<file path="config.mk">
export PLATFORM = sky130hd
export DESIGN_NAME = sensor_frame_crc_convert_flat
export DESIGN_NICKNAME = d
export VERILOG_FILES = /design/src/hdl/sfcc_pkg.sv /design/src/hdl/sfcc_byte_if.sv /design/src/hdl/sfcc_result_if.sv /design/src/hdl/sfcc_ctrl.sv /design/src/hdl/sfcc_dp.sv /design/src/hdl/sensor_frame_crc_convert.sv /design/src/flat_wrapper.sv
export SDC_FILE = /design/constraint.sdc
export NUM_CORES = 1
export LEC_CHECK = 0
export ABC_AREA = 1
export BUFFER_PORTS_ARGS = -buffer_cell sky130_fd_sc_hd__buf_2
export CORE_ASPECT_RATIO = 0.5
export CORE_UTILIZATION = 62
export CTS_CLUSTER_DIAMETER = 120
export CTS_CLUSTER_SIZE = 24
export DETAILED_ROUTE_END_ITERATION = 8
export PLACE_DENSITY = 0.9
export SLEW_MARGIN = 15
export SYNTH_ARGS = -nofsm -noshare
export SYNTH_HDL_FRONTEND = slang
export SYNTH_SLANG_ARGS = --single-unit
</file>
<file path="constraint.sdc">
create_clock -name clk -period 9.9 [get_ports clk]
set_input_delay 0.99 -clock clk [delete_from_list [all_inputs] [get_ports clk]]
set_output_delay 0.99 -clock clk [all_outputs]
set_load 0.005 [all_outputs]
</file>
<file path="src/hdl/sfcc_pkg.sv">
// shared constants, types and the crc-8 step function of the sensor frame decoder
package sfcc_pkg;

	// crc-8 of each two-byte word
	localparam logic [7:0] CRC_INIT = 8'hFF;
	localparam logic [7:0] CRC_POLY = 8'h31;

	// byte positions within a six-byte frame
	localparam logic [2:0] POS_T_MSB = 3'd0;
	localparam logic [2:0] POS_T_LSB = 3'd1;
	localparam logic [2:0] POS_T_CRC = 3'd2;
	localparam logic [2:0] POS_H_MSB = 3'd3;
	localparam logic [2:0] POS_H_LSB = 3'd4;
	localparam logic [2:0] POS_H_CRC = 3'd5;

	// conversion constants
	localparam logic [14:0] TEMP_SCALE = 15'd17500;
	localparam logic [13:0] HUM_SCALE  = 14'd10000;
	localparam logic [15:0] FULL_SCALE = 16'hFFFF;
	localparam logic [14:0] C_OFFSET   = 15'd4500;
	// floor(9*x/5) as (x * 9 * ceil(2^18/5)) >> 18, exact for 9*x below 2^18
	localparam logic [18:0] F_MUL      = 19'd471861;
	localparam logic [15:0] F_OFFSET   = 16'd4900;

	// controller commands to the datapath
	typedef struct packed {
		logic take;
		logic mul_en;
		logic div_en;
		logic fmul_en;
		logic load;
	} sfcc_cmd_t;

	// one byte through the crc-8, msb first
	function automatic logic [7:0] crc8_byte(input logic [7:0] crc, input logic [7:0] b);
		logic [7:0] c;
		c = crc ^ b;
		for (int i = 0; i < 8; i++) begin
			if (c[7]) begin
				c = {c[6:0], 1'b0} ^ CRC_POLY;
			end else begin
				c = {c[6:0], 1'b0};
			end
		end
		return c;
	endfunction

endpackage

</file>
<file path="src/hdl/sfcc_byte_if.sv">
// channel carrying received sensor bytes
interface sfcc_byte_if;
	logic       valid;
	logic       ready;
	logic [7:0] data_byte;
	logic       start_frame;

	modport source (output valid, output data_byte, output start_frame, input ready);
	modport sink (input valid, input data_byte, input start_frame, output ready);
endinterface

</file>
<file path="src/hdl/sfcc_result_if.sv">
// channel carrying decoded frame results
interface sfcc_result_if;
	logic               valid;
	logic               ready;
	logic signed [14:0] temp_centi_c;
	logic signed [15:0] temp_centi_f;
	logic        [13:0] humidity_centi;
	logic               frame_valid;

	modport source (output valid, output temp_centi_c, output temp_centi_f,
		output humidity_centi, output frame_valid, input ready);
	modport sink (input valid, input temp_centi_c, input temp_centi_f,
		input humidity_centi, input frame_valid, output ready);
endinterface

</file>
<file path="src/hdl/sfcc_ctrl.sv">
// controller: byte acceptance, conversion sequencing and output register control
module sfcc_ctrl
	import sfcc_pkg::*;
(
	input  logic      clk,
	input  logic      arst_n,
	input  logic      in_valid,
	output logic      in_ready,
	output logic      out_valid,
	input  logic      out_ready,
	input  logic      frame_end,
	output sfcc_cmd_t cmd
);

	localparam logic [2:0] ST_IDLE = 3'd0;
	localparam logic [2:0] ST_MUL  = 3'd1;
	localparam logic [2:0] ST_DIV  = 3'd2;
	localparam logic [2:0] ST_FMUL = 3'd3;
	localparam logic [2:0] ST_LOAD = 3'd4;

	logic [2:0] state_q;
	logic [2:0] state_next;
	logic       out_valid_q;
	logic       out_free;

	assign out_free  = !out_valid_q || out_ready;
	assign out_valid = out_valid_q;

	// next state and commands
	always_comb begin
		state_next   = state_q;
		in_ready     = 1'b0;
		cmd          = '0;
		unique case (state_q)
			ST_IDLE: begin
				in_ready = 1'b1;
				cmd.take = in_valid;
				if (in_valid && frame_end) begin
					state_next = ST_MUL;
				end
			end
			ST_MUL: begin
				cmd.mul_en = 1'b1;
				state_next = ST_DIV;
			end
			ST_DIV: begin
				cmd.div_en = 1'b1;
				state_next = ST_FMUL;
			end
			ST_FMUL: begin
				cmd.fmul_en = 1'b1;
				state_next  = ST_LOAD;
			end
			ST_LOAD: begin
				if (out_free) begin
					cmd.load   = 1'b1;
					state_next = ST_IDLE;
				end
			end
			default: begin
				state_next = ST_IDLE;
			end
		endcase
	end

	// state and output valid registers
	always_ff @(posedge clk or negedge arst_n) begin
		if (!arst_n) begin
			state_q     <= ST_IDLE;
			out_valid_q <= 1'b0;
		end else begin
			state_q <= state_next;
			if (cmd.load) begin
				out_valid_q <= 1'b1;
			end else if (out_ready) begin
				out_valid_q <= 1'b0;
			end
		end
	end

endmodule

</file>
<file path="src/hdl/sfcc_dp.sv">
// datapath: frame tracking, crc check, raw words and unit conversion
module sfcc_dp
	import sfcc_pkg::*;
(
	input  logic               clk,
	input  logic               arst_n,
	input  sfcc_cmd_t          cmd,
	input  logic [7:0]         data_byte,
	input  logic               start_frame,
	output logic               frame_end,
	output logic signed [14:0] temp_centi_c,
	output logic signed [15:0] temp_centi_f,
	output logic        [13:0] humidity_centi,
	output logic               frame_valid
);

	logic [2:0]  pos_q;
	logic [7:0]  crc_q;
	logic [15:0] temp_q;
	logic [15:0] humid_q;
	logic        fail_q;

	logic [2:0]  pos_eff;
	logic [7:0]  crc_next;

	logic [30:0] tprod_q;
	logic [29:0] hprod_q;
	logic [14:0] cq_q;
	logic [13:0] hq_q;
	logic [33:0] fprod_q;

	logic [16:0] tsum;
	logic [15:0] hsum;
	logic [14:0] tq;
	logic [13:0] hq;

	logic [14:0] temp_c_q;
	logic [15:0] temp_f_q;
	logic [13:0] humid_out_q;
	logic        valid_out_q;

	// effective position, start flag resynchronises
	assign pos_eff   = (start_frame || pos_q > POS_H_CRC) ? POS_T_MSB : pos_q;
	assign frame_end = (pos_eff == POS_H_CRC);
	assign crc_next  = crc8_byte((pos_eff == POS_T_MSB) ? CRC_INIT : crc_q, data_byte);

	// frame state, updated on each byte transfer
	always_ff @(posedge clk or negedge arst_n) begin
		if (!arst_n) begin
			pos_q   <= POS_T_MSB;
			crc_q   <= CRC_INIT;
			temp_q  <= '0;
			humid_q <= '0;
			fail_q  <= 1'b0;
		end else if (cmd.take) begin
			pos_q <= frame_end ? POS_T_MSB : pos_eff + 3'd1;
			case (pos_eff)
				POS_T_MSB: begin
					fail_q <= 1'b0;
					crc_q  <= crc_next;
					temp_q <= {data_byte, 8'h00};
				end
				POS_T_LSB: begin
					crc_q       <= crc_next;
					temp_q[7:0] <= data_byte;
				end
				POS_H_MSB: begin
					crc_q   <= crc_next;
					humid_q <= {data_byte, 8'h00};
				end
				POS_H_LSB: begin
					crc_q        <= crc_next;
					humid_q[7:0] <= data_byte;
				end
				default: begin
					if (crc_q != data_byte) begin
						fail_q <= 1'b1;
					end
					crc_q <= CRC_INIT;
				end
			endcase
		end
	end

	// division by 65535: q = (x >> 16) plus one when (x >> 16) + (x mod 2^16) reaches 65535
	assign tsum = 17'(tprod_q[30:16]) + 17'(tprod_q[15:0]);
	assign hsum = 16'(hprod_q[29:16]) + hprod_q[15:0];
	assign tq   = tprod_q[30:16] + 15'(tsum >= 17'(FULL_SCALE));
	assign hq   = hprod_q[29:16] + 14'(hsum >= FULL_SCALE || hsum < 16'(hprod_q[15:0]));

	// conversion steps: scale, divide, fahrenheit scale
	always_ff @(posedge clk) begin
		if (cmd.mul_en) begin
			tprod_q <= 31'(temp_q) * 31'(TEMP_SCALE);
			hprod_q <= 30'(humid_q) * 30'(HUM_SCALE);
		end
		if (cmd.div_en) begin
			cq_q <= tq;
			hq_q <= hq;
		end
		if (cmd.fmul_en) begin
			fprod_q <= 34'(cq_q) * 34'(F_MUL);
		end
	end

	// result register, zeros on a crc failure
	always_ff @(posedge clk) begin
		if (cmd.load) begin
			if (fail_q) begin
				temp_c_q    <= '0;
				temp_f_q    <= '0;
				humid_out_q <= '0;
				valid_out_q <= 1'b0;
			end else begin
				temp_c_q    <= cq_q - C_OFFSET;
				temp_f_q    <= fprod_q[33:18] - F_OFFSET;
				humid_out_q <= hq_q;
				valid_out_q <= 1'b1;
			end
		end
	end

	assign temp_centi_c   = $signed(temp_c_q);
	assign temp_centi_f   = $signed(temp_f_q);
	assign humidity_centi = humid_out_q;
	assign frame_valid    = valid_out_q;

endmodule

</file>
<file path="src/hdl/sensor_frame_crc_convert.sv">
// top level of the sensor frame decoder: crc-8 word check and unit conversion
// bytes are taken one per cycle, except while a conversion runs
// the sixth byte starts a conversion (scale multiply, divide by 65535,
// fahrenheit multiply, result load) during which no byte is taken
// the result turns valid with the result load, which waits while the output is stalled
// asynchronous active-low reset returns to frame position zero with crc preset to 0xff
module sensor_frame_crc_convert
	import sfcc_pkg::*;
(
	input  logic          clk,
	input  logic          arst_n,
	sfcc_byte_if.sink     bytes,
	sfcc_result_if.source result
);

	sfcc_cmd_t cmd;
	logic      frame_end;

	// control
	sfcc_ctrl u_ctrl (
		.clk       (clk),
		.arst_n    (arst_n),
		.in_valid  (bytes.valid),
		.in_ready  (bytes.ready),
		.out_valid (result.valid),
		.out_ready (result.ready),
		.frame_end (frame_end),
		.cmd       (cmd)
	);

	// datapath
	sfcc_dp u_dp (
		.clk            (clk),
		.arst_n         (arst_n),
		.cmd            (cmd),
		.data_byte      (bytes.data_byte),
		.start_frame    (bytes.start_frame),
		.frame_end      (frame_end),
		.temp_centi_c   (result.temp_centi_c),
		.temp_centi_f   (result.temp_centi_f),
		.humidity_centi (result.humidity_centi),
		.frame_valid    (result.frame_valid)
	);

	// a result load never overwrites a result still waiting
	a_load_free: assert property (@(posedge clk) disable iff (!arst_n)
		cmd.load |-> !(result.valid && !result.ready))
		else $error("result register overwritten");

	// the closing byte of a frame starts the conversion
	a_frame_conv: assert property (@(posedge clk) disable iff (!arst_n)
		(cmd.take && frame_end) |=> cmd.mul_en)
		else $error("conversion not started after frame end");

	// a failed frame carries zero values
	a_fail_zero: assert property (@(posedge clk) disable iff (!arst_n)
		(result.valid && !result.frame_valid) |->
		(result.temp_centi_c == 15'sd0 && result.temp_centi_f == 16'sd0 &&
		result.humidity_centi == 14'd0))
		else $error("failed frame has non-zero values");

	// humidity never exceeds full scale
	a_hum_range: assert property (@(posedge clk) disable iff (!arst_n)
		(result.valid && result.frame_valid) |-> (result.humidity_centi <= 14'd10000))
		else $error("humidity out of range");

endmodule

</file>
<file path="src/flat_wrapper.sv">
// flat-port wrapper written by rule: the top's interface ports become plain ports
module sensor_frame_crc_convert_flat import sfcc_pkg::*;
  (clk, arst_n, bytes_valid, bytes_data_byte, bytes_start_frame, bytes_ready, result_valid, result_temp_centi_c, result_temp_centi_f, result_humidity_centi, result_frame_valid, result_ready);
  sfcc_byte_if bytes_i ();
  sfcc_result_if result_i ();
  input  logic clk;
  input  logic arst_n;
  input wire logic [$bits(bytes_i.valid)-1:0] bytes_valid;
  input wire logic [$bits(bytes_i.data_byte)-1:0] bytes_data_byte;
  input wire logic [$bits(bytes_i.start_frame)-1:0] bytes_start_frame;
  output wire logic [$bits(bytes_i.ready)-1:0] bytes_ready;
  output wire logic [$bits(result_i.valid)-1:0] result_valid;
  output wire logic [$bits(result_i.temp_centi_c)-1:0] result_temp_centi_c;
  output wire logic [$bits(result_i.temp_centi_f)-1:0] result_temp_centi_f;
  output wire logic [$bits(result_i.humidity_centi)-1:0] result_humidity_centi;
  output wire logic [$bits(result_i.frame_valid)-1:0] result_frame_valid;
  input wire logic [$bits(result_i.ready)-1:0] result_ready;
  assign bytes_i.valid = bytes_valid;
  assign bytes_i.data_byte = bytes_data_byte;
  assign bytes_i.start_frame = bytes_start_frame;
  assign bytes_ready = bytes_i.ready;
  assign result_valid = result_i.valid;
  assign result_temp_centi_c = result_i.temp_centi_c;
  assign result_temp_centi_f = result_i.temp_centi_f;
  assign result_humidity_centi = result_i.humidity_centi;
  assign result_frame_valid = result_i.frame_valid;
  assign result_i.ready = result_ready;
  sensor_frame_crc_convert u_core (.clk(clk), .arst_n(arst_n), .bytes(bytes_i), .result(result_i));
endmodule
</file>
==> summary.txt <==
Route
  • Vias per cell: 5.65
  • Vias post-DR: 15435
  • DR iter-0 viols: 1360
  • Detailed Routing Iterations Pass 1: 6
  • Remaining DRCs: 0
  • Antenna Nets Post-Route: 0
  • DR WL/cell: 17.3 um
  • WL final: 47200 um

Synth
  • Syn_area_per_cell: 9.24 um2
  • Synth top area share: 21.5%
  • Asr flop ratio synth: 24.7%
  • Seq/Total Area, Yosys: 27.4%
  • Top_reg_cell synth: edfxtp_1
  • Synth Instances: 2211
  • Synth cell types: 50
  • Flops & latches, synth: 194
  • Netlist Area Pre-Place: 20400 um2
  • Largest area contributor in the netlist: edfxtp_1
  • Syn nets: 2742
  • Post-synth EDFFs: 146
  • Synth area leaders: edfxtp_1, ha_1, fa_1
  • Synthesis warning total: 0

Critical path
  • CP endpoint: u_core.u_dp.fprod_q[33]$_DFFE_PP_
  • Startpoint types: flip-flop
  • Reg2Reg Depth: 20
  • Reg-to-reg slack, setup: 4.22 ns
  • R2r startpoint: u_core.u_dp.cq_q[13]$_DFFE_PN_
  • Worst EP required: 10.13 ns
  • Worst setup path startpoint: u_core.u_dp.cq_q[13]$_DFFE_PN_
  • Crit. End Element: flip-flop
  • Critical path arrival: 5.90 ns
  • Crit Path Category: flip-flop to flip-flop
  • Crit Path Max Fanout: 9
  • Worst r2r dst: u_core.u_dp.fprod_q[33]$_DFFE_PP_

Clock network
  • Root Buffer: clkbuf_16
  • Num CTS Buffers: 17
  • Maximum clock insertion buffer count: 2
  • CTS-repair resized insts: 0
  • CTS tree: yes
  • Worst skew pair latency: 0.49 ns
  • Cts hold-fix bufs: 0
  • CTS HTree Levels: 4
  • Clock sinks: 194
  • Clk slew on worst S/H paths: 0.09 ns
  • Post-CTS setup buffer count: 0

Global routing
  • Routing usage on met2: 50.7%
  • GRT met1 Usage: 34.6%
  • Grt total ovfl: 0
  • Vias in the first global route: 15787
  • Largest net degree at the start of global routing: 57
  • GRT Util Overall: 29.1%
  • Initial antenna violation count: 3
  • Most used routing layer in global routing: met2
  • Met3 Use GR: 5.73%
  • First-pass GRT wire length: 76200 um

Placement
  • Routability cong.: 0.979
  • HPWL Detailed: 38200 um
  • Port buffer count: 60

Flow run
  • Max Cap Viol: 0

Finish
  • Area grow syn2layout: 7.13%
  • NumNets Final: 2815
  • Share of post-route cells with drive strength above 1: 6.27%
  • Filler Cell Count: 2255

Timing
  • Final worst path period need: 5.68 ns
  • Setup TNS: 0 ns
  • Final hold violation count: 0
  • Slew Viols, Final: 0
  • Fmax: 176 MHz
  • Max transition margin: 39.7%
  • Slew @ Worst Pin: 0.902 ns
  • RSZ-0062 raised after global routing: no
  • Final setup fails: 0
  • Clock Skews: 0.0213 ns
  • Share of the clock period used by the worst path: 57.3%

Die
  • Core area: 32100 um2
  • Initial Util: 63.7%
  • Die Area: 33700 um2
  • Number of core rows: 46
  • DIE WIDTH: 259 um
  • Die Ht: 130 um
  • Top Ports: 61

Hold path
  • Worst Hold Class: flip-flop to flip-flop

Status
  • Run status: completed
## layer usage
| metal | part of all wire [%] | routed length [um] |
|---|---|---|
| met1 | 41 | 19400 |
| met4 | 4.5 | 2120 |
| met5 | 0.023 | 11 |
| met3 | 6.4 | 3000 |
| met2 | 48 | 22700 |
## flip-flops by register name (all words and copies together) (netlist names)
| signal | count |
|---|---|
| u_core.u_dp.tprod_q | 29 |
| u_core.u_dp.hprod_q | 26 |
| u_core.u_dp.fprod_q | 16 |
| u_core.u_dp.humid_q | 16 |
| u_core.u_dp.temp_centi_f | 16 |
| u_core.u_dp.temp_q | 16 |
| u_core.u_dp.cq_q | 15 |
| u_core.u_dp.temp_centi_c | 15 |
| u_core.u_dp.hq_q | 14 |
| u_core.u_dp.humidity_centi | 14 |
| u_core.u_dp.crc_q | 8 |
| u_core.u_ctrl.state_q | 3 |
| u_core.u_dp.pos_q | 3 |
| u_core.u_ctrl.out_valid | 1 |
| u_core.u_dp.fail_q | 1 |
| u_core.u_dp.frame_valid | 1 |
## cell type report
cell class | count | area [um2] | area share [%]
Multi-Input combinational cell | 1467 | 12800 | 58.4
Sequential cell | 194 | 5600 | 25.6
Inverter | 538 | 2020 | 9.23
Tap cell | 432 | 541 | 2.47
Clock buffer | 17 | 425 | 1.94
Timing Repair Buffer | 66 | 345 | 1.58
Clock inverter | 15 | 183 | 0.835
Antenna cell | 1 | 2.50 | 0.0114
## synthesized netlist by cell type, types with 8 or more instances
master / count
a21oi_1: 130
edfxtp_1: 146
a21o_1: 17
nand2_2: 10
fa_1: 170
a31oi_1: 10
o21ai_0: 104
nand3_1: 86
ha_1: 348
nand2_1: 254
nand4_1: 15
xor2_1: 67
o21bai_1: 9
nor3_1: 19
nor2_1: 116
dfstp_2: 8
clkbuf_1: 10
o22ai_1: 9
dfrtp_1: 40
inv_1: 534
xnor2_1: 38
## through the flow
stage | instances | worst slack, ns | hold WS [ns] | util (%) | cell area (um2)
2_1_floorplan | 2211 | 4.72 | 0.492 | - | 20400
3_3_place_gp | 2697 | 4.41 | 0.501 | 66.4 | 21300
3_5_place_dp | 2697 | 4.29 | 0.510 | 66.4 | 21300
4_1_cts | 2729 | 4.26 | 0.522 | 68.3 | 21900
5_1_grt | 2730 | 3.91 | 0.528 | 68.3 | 21900
6_report | 2730 | 4.22 | 0.520 | 68.3 | 21900
## placed cells by master, fill, tap and decap left out, types with 4 or more instances in the layout
cell / instances
buf_2: 60
a31oi_1: 10
nand3_1: 86
inv_2: 4
nand2_1: 254
dfrtp_1: 40
nand3_2: 6
a21oi_1: 130
dfstp_2: 8
o22ai_1: 9
o21ai_0: 104
inv_1: 534
a21o_1: 17
or2_2: 7
fa_1: 170
clkinv_8: 5
o21bai_1: 9
xnor2_1: 38
nor2_1: 113
nand2_2: 10
a211oi_1: 4
o21ai_1: 4
edfxtp_1: 146
clkbuf_16: 17
xor2_1: 67
buf_4: 6
nand4_1: 15
ha_1: 348
nor3_1: 19
nor4_1: 5
## worst min path at each step
stage / start / end / cells past startpoint
final: u_core.u_dp.crc_q[0]$_DFFE_PN1P_ / u_core.u_dp.crc_q[0]$_DFFE_PN1P_ / 1
after global routing: u_core.u_dp.crc_q[0]$_DFFE_PN1P_ / u_core.u_dp.crc_q[0]$_DFFE_PN1P_ / 1
after CTS: u_core.u_dp.crc_q[0]$_DFFE_PN1P_ / u_core.u_dp.crc_q[0]$_DFFE_PN1P_ / 1
after detailed placement: u_core.u_dp.crc_q[0]$_DFFE_PN1P_ / u_core.u_dp.crc_q[0]$_DFFE_PN1P_ / 1
after global placement: u_core.u_dp.crc_q[0]$_DFFE_PN1P_ / u_core.u_dp.crc_q[0]$_DFFE_PN1P_ / 1
after floorplan: u_core.u_dp.crc_q[0]$_DFFE_PN1P_ / u_core.u_dp.crc_q[0]$_DFFE_PN1P_ / 1
## critical path, stage by stage (launching register included)
cell and delay, ns:
edfxtp_1 0.61, inv_1 0.19, ha_1 0.32, inv_1 0.06
fa_1 0.48, inv_1 0.10, fa_1 0.45, fa_1 0.55
inv_1 0.05, fa_1 0.54, inv_1 0.07, fa_1 0.53
inv_1 0.04, ha_1 0.34, nand2_1 0.12, nor4_1 0.36
nand3_1 0.12, nand2_1 0.19, nand2_1 0.07, o21bai_1 0.15
xnor2_1 0.07
## kinds of logic after synthesis
kind of cell,share of synthesized area [%]
AO/OA/AOI/OAI,8.38
XOR/XNOR,4.58
adder cells (fa/ha/maj),38.0
buffers and inverters,10.2
flip-flops,27.4
AND/OR/NAND/NOR,11.5
Power is left out: the tool's default activity adds up to more than one toggle a clock period on the data nets, which glitch-free logic cannot reach.
